File: config.mk
export PLATFORM = sky130hd
export DESIGN_NAME = scancode_set1_key_event_decoder
export DESIGN_NICKNAME = d
export VERILOG_FILES = /design/src/hw/rtl/sckd_pkg.sv /design/src/hw/rtl/sckd_keymap.sv /design/src/hw/rtl/sckd_event_logic.sv /design/src/hw/rtl/scancode_set1_key_event_decoder.sv
export SDC_FILE = /design/constraint.sdc
export NUM_CORES = 1
export LEC_CHECK = 0
export CORE_MARGIN = 8
export CORE_UTILIZATION = 25
export CTS_CLUSTER_SIZE = 10
export DETAILED_ROUTE_END_ITERATION = 8
export DONT_BUFFER_PORTS = 1
export GPL_ROUTABILITY_DRIVEN = 0
export PLACE_DENSITY = 0.47
export SLEW_MARGIN = 20
export SYNTH_ARGS = -nofsm -noshare
export SYNTH_HDL_FRONTEND = slang
export SYNTH_HIERARCHICAL = 1
export SYNTH_SLANG_ARGS = --single-unit
File: constraint.sdc
create_clock -name aclk -period 4.65 [get_ports aclk]
set_clock_uncertainty 0.15 [all_clocks]
set_input_delay 0.6975 -clock aclk [delete_from_list [all_inputs] [get_ports aclk]]
set_output_delay 0.6975 -clock aclk [all_outputs]
set_load 0.005 [all_outputs]
File: src/hw/rtl/sckd_pkg.sv
// ----------------------------------------------------------------------------
// sckd_pkg
// shared types, scan codes, event kinds and key maps of the set-1 key decoder
// ----------------------------------------------------------------------------
`default_nettype none

package sckd_pkg;

    localparam int CHARS_W   = 6;
    localparam int CHARS_MAX = (1 << CHARS_W) - 1;
    localparam int KIND_W    = 4;
    localparam int ASCII_W   = 7;
    localparam int MAP_SIZE  = 58;
    localparam int MAP_IDX_W = 6;
    localparam int LINE_CAPACITY_DEFAULT = 64;

    // event kinds
    localparam logic [KIND_W-1:0] EV_CHAR      = 4'd0;
    localparam logic [KIND_W-1:0] EV_BACKSPACE = 4'd1;
    localparam logic [KIND_W-1:0] EV_ENTER     = 4'd2;
    localparam logic [KIND_W-1:0] EV_HIST_UP   = 4'd3;
    localparam logic [KIND_W-1:0] EV_HIST_DOWN = 4'd4;
    localparam logic [KIND_W-1:0] EV_CUR_UP    = 4'd5;
    localparam logic [KIND_W-1:0] EV_CUR_DOWN  = 4'd6;
    localparam logic [KIND_W-1:0] EV_CUR_LEFT  = 4'd7;
    localparam logic [KIND_W-1:0] EV_CUR_RIGHT = 4'd8;
    localparam logic [KIND_W-1:0] EV_MENU      = 4'd9;

    // scan codes
    localparam logic [7:0] SC_PREFIX    = 8'hE0;
    localparam logic [7:0] SC_LSHIFT    = 8'h2A;
    localparam logic [7:0] SC_RSHIFT    = 8'h36;
    localparam logic [7:0] SC_BACKSPACE = 8'h0E;
    localparam logic [7:0] SC_ENTER     = 8'h1C;
    localparam logic [7:0] SC_LWIN      = 8'h5B;
    localparam logic [7:0] SC_RWIN      = 8'h5C;
    localparam logic [7:0] SC_UP        = 8'h48;
    localparam logic [7:0] SC_DOWN      = 8'h50;
    localparam logic [7:0] SC_LEFT      = 8'h4B;
    localparam logic [7:0] SC_RIGHT     = 8'h4D;

    localparam logic [ASCII_W-1:0] PLAIN_MAP [0:MAP_SIZE-1] = '{
        7'h00, 7'h00, 7'h31, 7'h32, 7'h33, 7'h34, 7'h35, 7'h36,
        7'h37, 7'h38, 7'h39, 7'h30, 7'h2D, 7'h3D, 7'h00, 7'h00,
        7'h71, 7'h77, 7'h65, 7'h72, 7'h74, 7'h79, 7'h75, 7'h69,
        7'h6F, 7'h70, 7'h5B, 7'h5D, 7'h00, 7'h00, 7'h61, 7'h73,
        7'h64, 7'h66, 7'h67, 7'h68, 7'h6A, 7'h6B, 7'h6C, 7'h3B,
        7'h27, 7'h60, 7'h00, 7'h5C, 7'h7A, 7'h78, 7'h63, 7'h76,
        7'h62, 7'h6E, 7'h6D, 7'h2C, 7'h2E, 7'h2F, 7'h00, 7'h00,
        7'h00, 7'h20
    };

    localparam logic [ASCII_W-1:0] UPPER_MAP [0:MAP_SIZE-1] = '{
        7'h00, 7'h00, 7'h21, 7'h40, 7'h23, 7'h24, 7'h25, 7'h5E,
        7'h26, 7'h2A, 7'h28, 7'h29, 7'h5F, 7'h2B, 7'h00, 7'h00,
        7'h51, 7'h57, 7'h45, 7'h52, 7'h54, 7'h59, 7'h55, 7'h49,
        7'h4F, 7'h50, 7'h7B, 7'h7D, 7'h00, 7'h00, 7'h41, 7'h53,
        7'h44, 7'h46, 7'h47, 7'h48, 7'h4A, 7'h4B, 7'h4C, 7'h3A,
        7'h22, 7'h7E, 7'h00, 7'h7C, 7'h5A, 7'h58, 7'h43, 7'h56,
        7'h42, 7'h4E, 7'h4D, 7'h3C, 7'h3E, 7'h3F, 7'h00, 7'h00,
        7'h00, 7'h20
    };

    typedef struct packed {
        logic               prefix;
        logic               shift;
        logic [CHARS_W-1:0] chars;
        logic               menu;
    } key_state_t;

    typedef struct packed {
        logic [KIND_W-1:0]  kind;
        logic [ASCII_W-1:0] ascii;
        logic [CHARS_W-1:0] len;
        logic               menu;
    } key_event_t;

endpackage

`default_nettype wire

File: src/hw/rtl/sckd_keymap.sv
// ----------------------------------------------------------------------------
// sckd_keymap
// maps a make code to ascii through the plain or shifted table, zero if unmapped
// ----------------------------------------------------------------------------
`default_nettype none

module sckd_keymap
    import sckd_pkg::*;
(
    input  wire logic [7:0]         scan_code,
    input  wire logic               shift,
    output logic      [ASCII_W-1:0] ascii
);

    logic [MAP_IDX_W-1:0] idx;

    assign idx = scan_code[MAP_IDX_W-1:0];

    always_comb begin
        if (scan_code >= 8'(MAP_SIZE)) begin
            ascii = '0;
        end else if (shift) begin
            ascii = UPPER_MAP[idx];
        end else begin
            ascii = PLAIN_MAP[idx];
        end
    end

endmodule

`default_nettype wire

File: src/hw/rtl/sckd_event_logic.sv
// ----------------------------------------------------------------------------
// sckd_event_logic
// decodes one byte against the key state: next state and optional event
// ----------------------------------------------------------------------------
`default_nettype none

module sckd_event_logic
    import sckd_pkg::*;
#(
    parameter int LINE_CAPACITY = LINE_CAPACITY_DEFAULT
) (
    input  wire logic       scan_byte,
    input  wire logic [7:0] scan_code,
    input  wire key_state_t cur,
    output key_state_t      nxt,
    output logic            hit,
    output key_event_t      ev
);

    localparam int LIMIT_RAW = LINE_CAPACITY - 1;
    localparam logic [CHARS_W-1:0] LINE_LIMIT =
        (LIMIT_RAW > CHARS_MAX) ? CHARS_W'(CHARS_MAX) : CHARS_W'(LIMIT_RAW);

    logic [ASCII_W-1:0] code;

    sckd_keymap u_keymap (
        .scan_code (scan_code),
        .shift     (cur.shift),
        .ascii     (code)
    );

    // scan_byte is low for bytes from the aux port
    always_comb begin
        nxt      = cur;
        hit      = 1'b0;
        ev.kind  = EV_CHAR;
        ev.ascii = '0;
        ev.len   = cur.chars;
        if (!scan_byte) begin
            hit = 1'b0;
        end else if (scan_code == SC_PREFIX) begin
            nxt.prefix = 1'b1;
        end else if (cur.prefix) begin
            nxt.prefix = 1'b0;
            if (scan_code[7]) begin
                hit = 1'b0;
            end else if (scan_code == SC_LWIN || scan_code == SC_RWIN) begin
                nxt.menu = ~cur.menu;
                hit      = 1'b1;
                ev.kind  = EV_MENU;
            end else if (cur.shift) begin
                if (scan_code == SC_UP) begin
                    hit     = 1'b1;
                    ev.kind = EV_HIST_UP;
                end else if (scan_code == SC_DOWN) begin
                    hit     = 1'b1;
                    ev.kind = EV_HIST_DOWN;
                end
            end else if (scan_code == SC_UP) begin
                hit     = 1'b1;
                ev.kind = EV_CUR_UP;
            end else if (scan_code == SC_DOWN) begin
                hit     = 1'b1;
                ev.kind = EV_CUR_DOWN;
            end else if (scan_code == SC_LEFT) begin
                hit     = 1'b1;
                ev.kind = EV_CUR_LEFT;
            end else if (scan_code == SC_RIGHT) begin
                hit     = 1'b1;
                ev.kind = EV_CUR_RIGHT;
            end
        end else if (scan_code[7]) begin
            if ({1'b0, scan_code[6:0]} == SC_LSHIFT || {1'b0, scan_code[6:0]} == SC_RSHIFT) begin
                nxt.shift = 1'b0;
            end
        end else if (scan_code == SC_LSHIFT || scan_code == SC_RSHIFT) begin
            nxt.shift = 1'b1;
        end else if (scan_code == SC_BACKSPACE) begin
            if (cur.chars != '0) begin
                nxt.chars = cur.chars - 1'b1;
                hit       = 1'b1;
                ev.kind   = EV_BACKSPACE;
                ev.len    = cur.chars - 1'b1;
            end
        end else if (scan_code == SC_ENTER) begin
            nxt.chars = '0;
            hit       = 1'b1;
            ev.kind   = EV_ENTER;
        end else if (code != '0 && cur.chars < LINE_LIMIT) begin
            nxt.chars = cur.chars + 1'b1;
            hit       = 1'b1;
            ev.ascii  = code;
            ev.len    = cur.chars + 1'b1;
        end
        ev.menu = nxt.menu;
    end

endmodule

`default_nettype wire

File: src/hw/rtl/scancode_set1_key_event_decoder.sv
// ----------------------------------------------------------------------------
// scancode_set1_key_event_decoder
// set-1 keyboard byte stream to key events (characters, edit keys, arrows, menu)
// ----------------------------------------------------------------------------
// One byte can be accepted per clock unless the output stalls. Its event, if any,
// follows the byte through an input register and a single pass of decode logic
// that updates the key state and loads the output register.
// Throughput is one item per cycle while m_axis_tready is high; a held output
// item stalls the input once the input register is also full. Bytes that
// cause no event produce no output item.
`default_nettype none

module scancode_set1_key_event_decoder
    import sckd_pkg::*;
#(
    parameter int LINE_CAPACITY = LINE_CAPACITY_DEFAULT
) (
    input  wire logic        aclk,
    input  wire logic        aresetn,

    input  wire logic        s_axis_tvalid,
    output logic             s_axis_tready,
    input  wire logic [7:0]  s_axis_tdata,   // [7:0] scan_byte
    input  wire logic        s_axis_tuser,   // [0] from_aux

    output logic             m_axis_tvalid,
    input  wire logic        m_axis_tready,
    output logic [15:0]      m_axis_tdata,   // [6:0] ascii_code, [12:7] line_length,
                                             // [13] menu_is_open, [15:14] zero
    output logic [3:0]       m_axis_tuser    // [3:0] event_kind
);

    logic       in_valid_reg;
    logic [7:0] in_byte_reg;
    logic       in_aux_reg;

    key_state_t state_reg;
    key_state_t state_next;

    logic       out_valid_reg;
    key_event_t out_item_reg;

    logic       hit;
    key_event_t ev;
    logic       advance;

    sckd_event_logic #(
        .LINE_CAPACITY (LINE_CAPACITY)
    ) u_event_logic (
        .scan_byte (~in_aux_reg),
        .scan_code (in_byte_reg),
        .cur       (state_reg),
        .nxt       (state_next),
        .hit       (hit),
        .ev        (ev)
    );

    assign advance       = in_valid_reg && (!out_valid_reg || m_axis_tready);
    assign s_axis_tready = !in_valid_reg || advance;

    always_ff @(posedge aclk) begin
        if (!aresetn) begin
            in_valid_reg <= 1'b0;
        end else if (s_axis_tready) begin
            in_valid_reg <= s_axis_tvalid;
        end
    end

    always_ff @(posedge aclk) begin
        if (s_axis_tvalid && s_axis_tready) begin
            in_byte_reg <= s_axis_tdata;
            in_aux_reg  <= s_axis_tuser;
        end
    end

    always_ff @(posedge aclk) begin
        if (!aresetn) begin
            state_reg     <= '0;
            out_valid_reg <= 1'b0;
        end else if (advance) begin
            state_reg     <= state_next;
            out_valid_reg <= hit;
        end else if (m_axis_tready) begin
            out_valid_reg <= 1'b0;
        end
    end

    always_ff @(posedge aclk) begin
        if (advance && hit) begin
            out_item_reg <= ev;
        end
    end

    assign m_axis_tvalid = out_valid_reg;
    assign m_axis_tuser  = out_item_reg.kind;
    assign m_axis_tdata  = {2'b00, out_item_reg.menu, out_item_reg.len, out_item_reg.ascii};

endmodule

`default_nettype wire
# Yosys cells after proc, flatten, opt, wreduce, memory -nomap -nowiden
# Memories as Yosys holds them, arrays and structs flattened.
# Cells that the tools add are included.
[totals] elab_cells=123 ff_bits=38 out_inout_bits=22 inputBits=13 n_memories=2 mem_bits_ro=896
[classes] bitwise=8 addsub=2 n_eq_ne=14 n_mux=61 n_lt_le_gt_ge=3 reduce_logical=21
[mem_list] memory="(name not given)" words=64 width=7 rd=1 rd_clocked_by_memory_dff=0 wr=0 line="sckd_keymap.sv:25" rtl="ascii = PLAIN_MAP[idx];"
[mem_list] memory="(name not given)" words=64 width=7 rd=1 rd_clocked_by_memory_dff=0 wr=0 line="sckd_keymap.sv:23" rtl="ascii = UPPER_MAP[idx];"
[op_table] operator="$mux W7" count=7
[op_table] operator="$eq A8 B7 Y1 const B" count=6
[op_table] operator="$mux W6" count=8
[op_table] operator="$mux W4" count=10
[op_table] operator="$mux W17" count=2
[op_table] operator="$mux W1" count=30
[op_table] operator="$mux W13" count=2
[op_table] operator="$eq A8 B6 Y1 const B" count=2
[op_table] operator="$eq A7 B6 Y1 const B" count=2
[op_table] operator="$eq A8 B4 Y1 const B" count=1
[op_table] operator="$eq A8 B5 Y1 const B" count=1
[op_table] operator="$eq A8 B8 Y1 const B" count=1
[op_table] operator="$ge A8 B6 Y1 const B" count=1
[op_table] operator="$reduce_or A8 Y1" count=1
[op_table] operator="$ge A7 B7 Y1 const B" count=1
[op_table] operator="$not A1 Y1" count=7
[op_table] operator="$not A6 Y7" count=1
[op_table] operator="$reduce_and A7 Y1" count=1
[op_table] operator="$reduce_bool A7 Y1" count=1
[op_table] operator="$add A6 B1 Y6 const B" count=1
[op_table] operator="$lt A6 B6 Y1 const B" count=1
[op_table] operator="$reduce_and A6 Y1" count=1
[op_table] operator="$reduce_bool A6 Y1" count=1
[op_table] operator="$sub A6 B1 Y6 const B" count=1
[op_table] operator="10 further kinds" count=19

# Longest topological paths before layout
[depth] ltp_word=17 ltp_mapped=15

# Hierarchy
# The synthesis kept the hierarchy.
[modules_own_cells] module="scancode_set1_key_event_decoder" cells_per_inst=82 n_inst=1 area_per_inst_um2=1290.0
[modules_own_cells] module="sckd_event_logic" cells_per_inst=170 n_inst=1 area_per_inst_um2=1189.9
[modules_own_cells] module="sckd_keymap" cells_per_inst=163 n_inst=1 area_per_inst_um2=1073.5

# Worst setup path before layout
# No wires, ideal clock.
[synth_path] kind="register to register" from="register in_byte_reg[0]" to="register out_item_reg (netlist bit m_axis_tdata[0]), enable pin" synth_period_minus_slack_ns=4.100 required_ns=4.107 slack_ns=0.550 path_stages_with_launch=14 path_buffers=1 setup_time_ns=0.393 arrival_time_ns=3.557 path_cell_list="edfxtp_1 -> buf_2 -> inv_1 -> ha_1 -> or3_1 -> a311o_1 -> o41ai_2 -> nor3_1 -> nand2_1 -> a31o_2 -> nor3_1 -> nor3_1 -> nand2_1 -> nor2_1"
[synth_via] elab_chain_cells=17 word_cells_on_any_way=43 cone_classes="order compare (1); eq/ne (11); mux (23); bitwise (1); reduce/logical (5); memory (2)"
[synth_rtl] element="from (decl)" line="scancode_set1_key_event_decoder.sv:34" rtl="logic [7:0] in_byte_reg;"
[synth_rtl] element="from (signal assigned)" line="scancode_set1_key_event_decoder.sv:71" rtl="in_byte_reg <= s_axis_tdata;"
[synth_rtl] element="$not A6 Y7 (not written as such)" line="sckd_keymap.sv:23, sckd_keymap.sv:25"
[synth_rtl] element="$mem_v2 Z64 W7 (on tied branches)"
[synth_rtl] element="$mux W7 (on tied branches) (2 in series)" line="sckd_keymap.sv:25, sckd_keymap.sv:23"
[synth_rtl] element="$mux W7" line="sckd_keymap.sv:22" rtl="end else if (shift) begin"
[synth_rtl] element="$mux W7 *" line="sckd_keymap.sv:20" rtl="if (scan_code >= 8'(MAP_SIZE)) begin"
[synth_rtl] element="via u_event_logic.code[2]" line="sckd_event_logic.sv:24" rtl="logic [ASCII_W-1:0] code;"
[synth_rtl] element="$reduce_bool A7 Y1 *" line="sckd_event_logic.sv:89" rtl="end else if (code != '0 && cur.chars < LINE_LIMIT) begin"
[synth_rtl] element="$logic_and A1 B1 Y1 *" line="sckd_event_logic.sv:89"
[synth_rtl] element="[... 2 more ...]"
[synth_rtl] element="$mux W1 *" line="sckd_event_logic.sv:78" rtl="end else if (scan_code == SC_BACKSPACE) begin"
[synth_rtl] element="$mux W1 *" line="sckd_event_logic.sv:76" rtl="end else if (scan_code == SC_LSHIFT || scan_code == SC_RSHIFT) begin"
[synth_rtl] element="$mux W1 *" line="sckd_event_logic.sv:72" rtl="end else if (scan_code[7]) begin"
[synth_rtl] element="$mux W1 *" line="sckd_event_logic.sv:43" rtl="end else if (cur.prefix) begin"
[synth_rtl] element="$mux W1 *" line="sckd_event_logic.sv:41" rtl="end else if (scan_code == SC_PREFIX) begin"
[synth_rtl] element="$mux W1 *" line="sckd_event_logic.sv:39" rtl="if (!scan_byte) begin"
[synth_rtl] element="via hit" line="scancode_set1_key_event_decoder.sv:43" rtl="logic hit;"
[synth_rtl] element="$logic_and A1 B1 Y1 *" line="scancode_set1_key_event_decoder.sv:89" rtl="if (advance && hit) begin"
[synth_rtl] element="to (signal assigned)" line="scancode_set1_key_event_decoder.sv:90" rtl="out_item_reg <= ev;"
[synth_rtl] element="to (decl)" line="scancode_set1_key_event_decoder.sv:41" rtl="key_event_t out_item_reg;"
# The timed path passes the listed nets; every way through them passes the cells marked *. The select of a mux whose other input is x is not followed.
# A chain may end at the register's enable or synchronous reset.

# Final worst setup path
[layout_path] from="register in_byte_reg[1]" to="register out_item_reg (netlist bit m_axis_tdata[2]), enable pin"
# Same word-level chain as after synthesis.

==> impl_metrics.tcl <==
set metrics [dict create \
    layout-drive-gt1-share_pct 12.13 \
    path_cells "ha_1 -> or3_1 -> a311oi_1 -> o31ai_1 -> a21oi_1 -> nor4_1 -> nand2_1 -> a31o_2 -> nor3_1 -> nor3_1 -> nand2_1 -> nor2_2 -> buf_12" \
    wire_per_inst_um 17.70 \
    fillerInstances 1487 \
    hold_viol_final 0 \
    period_share_pct 86.59 \
    cts-hold-fix-buffers 0 \
    status "completed" \
    antenna_left 0 \
    die_h_um 135.2 \
    ys_ff_latch 38 \
    routed_via_density 5.574 \
    synth_top_area_share_pct 22.82 \
    synth_largest_area_cell "edfxtp_1" \
    worstSetupPathType "flop to flop" \
    cp_slowest_stage_delay_ps 620 \
    cap_violations 0 \
    numCtsBuffers 5 \
    crit_slowest_cell "a311oi_1" \
    cts_sinks 38 \
    htreeDepth 2 \
    place_area_um2 3700 \
    start_kind "flop" \
    synth-async-reset-ratio_pct 0 \
    dr_total_vias 3255 \
    syn-cell-area_um2 3553 \
    path_max_fanout 16 \
    syn_area_per_cell_um2 8.562 \
    synth_cells 415 \
    clk-insertion-delay-late_ps 290 \
    grt_max_degree 51 \
    clkSlewWorstSetupHoldPaths_ps 60 \
    p_leak_nw 1.364 \
    regArea_um2 1031 \
    track_usage_pct 11.11 \
    yosysWarnings 6 \
    synth-edff-count 27 \
    largest_reg_flops 14 \
    routed_wl_mm 10.33 \
    multi_input_area_um2 2280 \
    core_area_um2 13880 \
    gr-total-overflow 0 \
    synth_flop_cell "edfxtp_1" \
    slew_violations 0 \
    critPathArrivalTime_ps 3870 \
    io_pins 35 \
    die_w_um 135.2 \
    core.rowCount 43 \
    grt_pass1_vias 3023 \
    numPortBuffers 0 \
    first_iter_violations 443 \
    cts_setup_buffers 0 \
    fin_setup_tns_ps 0 \
    grt_pass1_wl_mm 16.49 \
    rsz0062_at_grt "no" \
    cts-root-buf "clkbuf_16" \
    syn2layout_area_growth_pct 9.507 \
    slew_headroom_pct 55.55 \
    setup_viol 0 \
    powerDensity_nw_per_um2 254.6 \
    ir_worst_vdd_mv 0.1017 \
    worst_setup_path_end_kind "flop" \
    n_antenna_cell 0 \
    finalNetCount 431 \
    clockBufferDepth 2 \
    place_hpwl_mm 7.568 \
    min_path_type "flop to flop" \
    synth.top_cells.by_area "edfxtp_1, dfxtp_1, ha_1, nand2_1, a21oi_1" \
    die_area_um2 18280 \
    post-route-cell-area_um2 3891 \
    worst_pin_slew_ps 657.5 \
    rrSetupSlack_ps 620 \
    cts_tree "done" \
    fin_crit_ps 4027 \
    fmax_mhz 248.3 \
    route.detailed.drc 0 \
    postCtsResizedCells 0 \
    first_pass_iters 5 \
    antenna_found_initial 0 \
    required_ps 4500 \
    ys_seq_area_share_pct 29.01 \
    ys_types 88 \
    start_util_pct 25.60 \
]
-- cell usage in the layout (no fill, tap or decap), types with 4 or more instances in the layout --
master     Yosys  final
mux2i_1       11     11
nor2b_1        9      8
clkbuf_16      0      5
inv_1         16     16
a21oi_1       26     26
or3_1          4      4
and3_1         6      6
o21ai_0       16     16
buf_4          4     10
o211ai_1       8      8
a22oi_1        4      4
nand2_1       47     47
edfxtp_1      27     27
nand3_1       17     17
nand2b_1       7      7
and3b_1        4      4
dfxtp_1       11     11
nor3_1         9      9
a211oi_1       8      8
xor2_1         4      4
nor4b_1        4      4
nor2_1        20     19
ha_1          15     15
mux2_2         4      4
and2_1        10     10
nor3b_1        7      7
a31oi_1        6      6
-- routing by layer --
metal | vias to the layer above | GRT usage, % | wire (µm)
met3 | 17 | 3.227 | 773
met2 | 136 | 16.26 | 4473
li1 | 1544 | - | -
met1 | 1558 | 15.36 | 4930
met5 | - | 0 | 0
met4 | 0 | 3.331 | 157
-- worst paths after layout --
| kind | from | end | depth (start not counted) |
|---|---|---|---|
| worst min register to register | state_reg[0]$_SDFFE_PN0P_ | state_reg[0]$_SDFFE_PN0P_ | 2 |
| worst max register to register | in_byte_reg[1]$_DFFE_PP_ | m_axis_tdata[2]$_DFFE_PP_ | 13 |
| worst min-delay path | state_reg[0]$_SDFFE_PN0P_ | state_reg[0]$_SDFFE_PN0P_ | 2 |
| worst max-delay path | in_byte_reg[1]$_DFFE_PP_ | m_axis_tdata[2]$_DFFE_PP_ | 13 |
-- power breakdown --
| part | internal [mW] | switching, mW | leakage (nW) |
|---|---|---|---|
| sequential | 0.369 | 0.0134 | 0.348 |
| combinational | 0.0638 | 0.106 | 0.924 |
| clock | 0.305 | 0.134 | 0.0915 |
-- critical path: cells and delay by family (launching register included) --
kind | cells | cell delay, ps
AOI/OAI and AO/OA | 4 | 1260
DFF | 1 | 530
adders and majority gates | 1 | 350
buffers and inverters | 1 | 190
and+or+nand+nor | 7 | 1280
-- area by class of cell --
cell class,instances,share of cell area (%)
repair buffers,11,2.444
inverters,19,1.833
well taps,180,5.788
clock inverters,3,1.640
clock buffers,5,3.215
multi-input cells,328,58.59
flip-flops and latches,38,26.50
-- synthesized netlist by cell type, types with 3 or more instances --
master,count
mux2i_1,11
nand3b_1,3
a211oi_1,8
buf_4,4
nand3_1,17
nor4b_1,4
nand2b_1,7
or3_1,4
a21oi_1,26
nor3_1,9
nand2_1,47
a2111oi_0,3
nor2_1,20
edfxtp_1,27
buf_2,9
clkbuf_1,11
o211ai_1,8
nor2b_1,9
mux2_2,4
xor2_1,4
dfxtp_1,11
and2_1,10
a31oi_1,6
and3_1,6
buf_6,5
ha_1,15
inv_1,16
o32ai_1,3
and3b_1,4
nor3b_1,7
o21ai_0,16
o22ai_1,3
a22oi_1,4
-- through the flow --
stage | hold slack (ps) | worst slack (ps) | util [%] | std cells | total power, mW
finish | 329.1 | 623.4 | 28.03 | 584 | 0.9905
global route | 341.9 | 247.8 | 28.03 | 584 | 1.026
CTS | 331.6 | 641.4 | 28.02 | 584 | 0.9958
detailed placement | 323.7 | 656.0 | 26.65 | 576 | 0.5549
global placement | 306.7 | 687.4 | 26.65 | 576 | 0.5582
floorplan | 293.2 | 550.1 | - | 416 | 0.5184
-- logic make-up (layout without fill, tap and decap cells) --
logic type / count (synthesis) / count (layout) / synth area share [%]
AND/OR/NAND/NOR: 168 / 168 / 27.08
AO/OA/AOI/OAI: 122 / 122 / 25.21
buffers and inverters: 50 / 38 / 7.077
flip-flops: 38 / 38 / 29.01
multiplexers: 16 / 16 / 5.000
adder cells (fa/ha/maj): 15 / 15 / 5.282
XOR/XNOR: 5 / 5 / 1.232
other: 1 / 2 / 0.1055
Note: power is estimated with default switching activity, not from simulation.
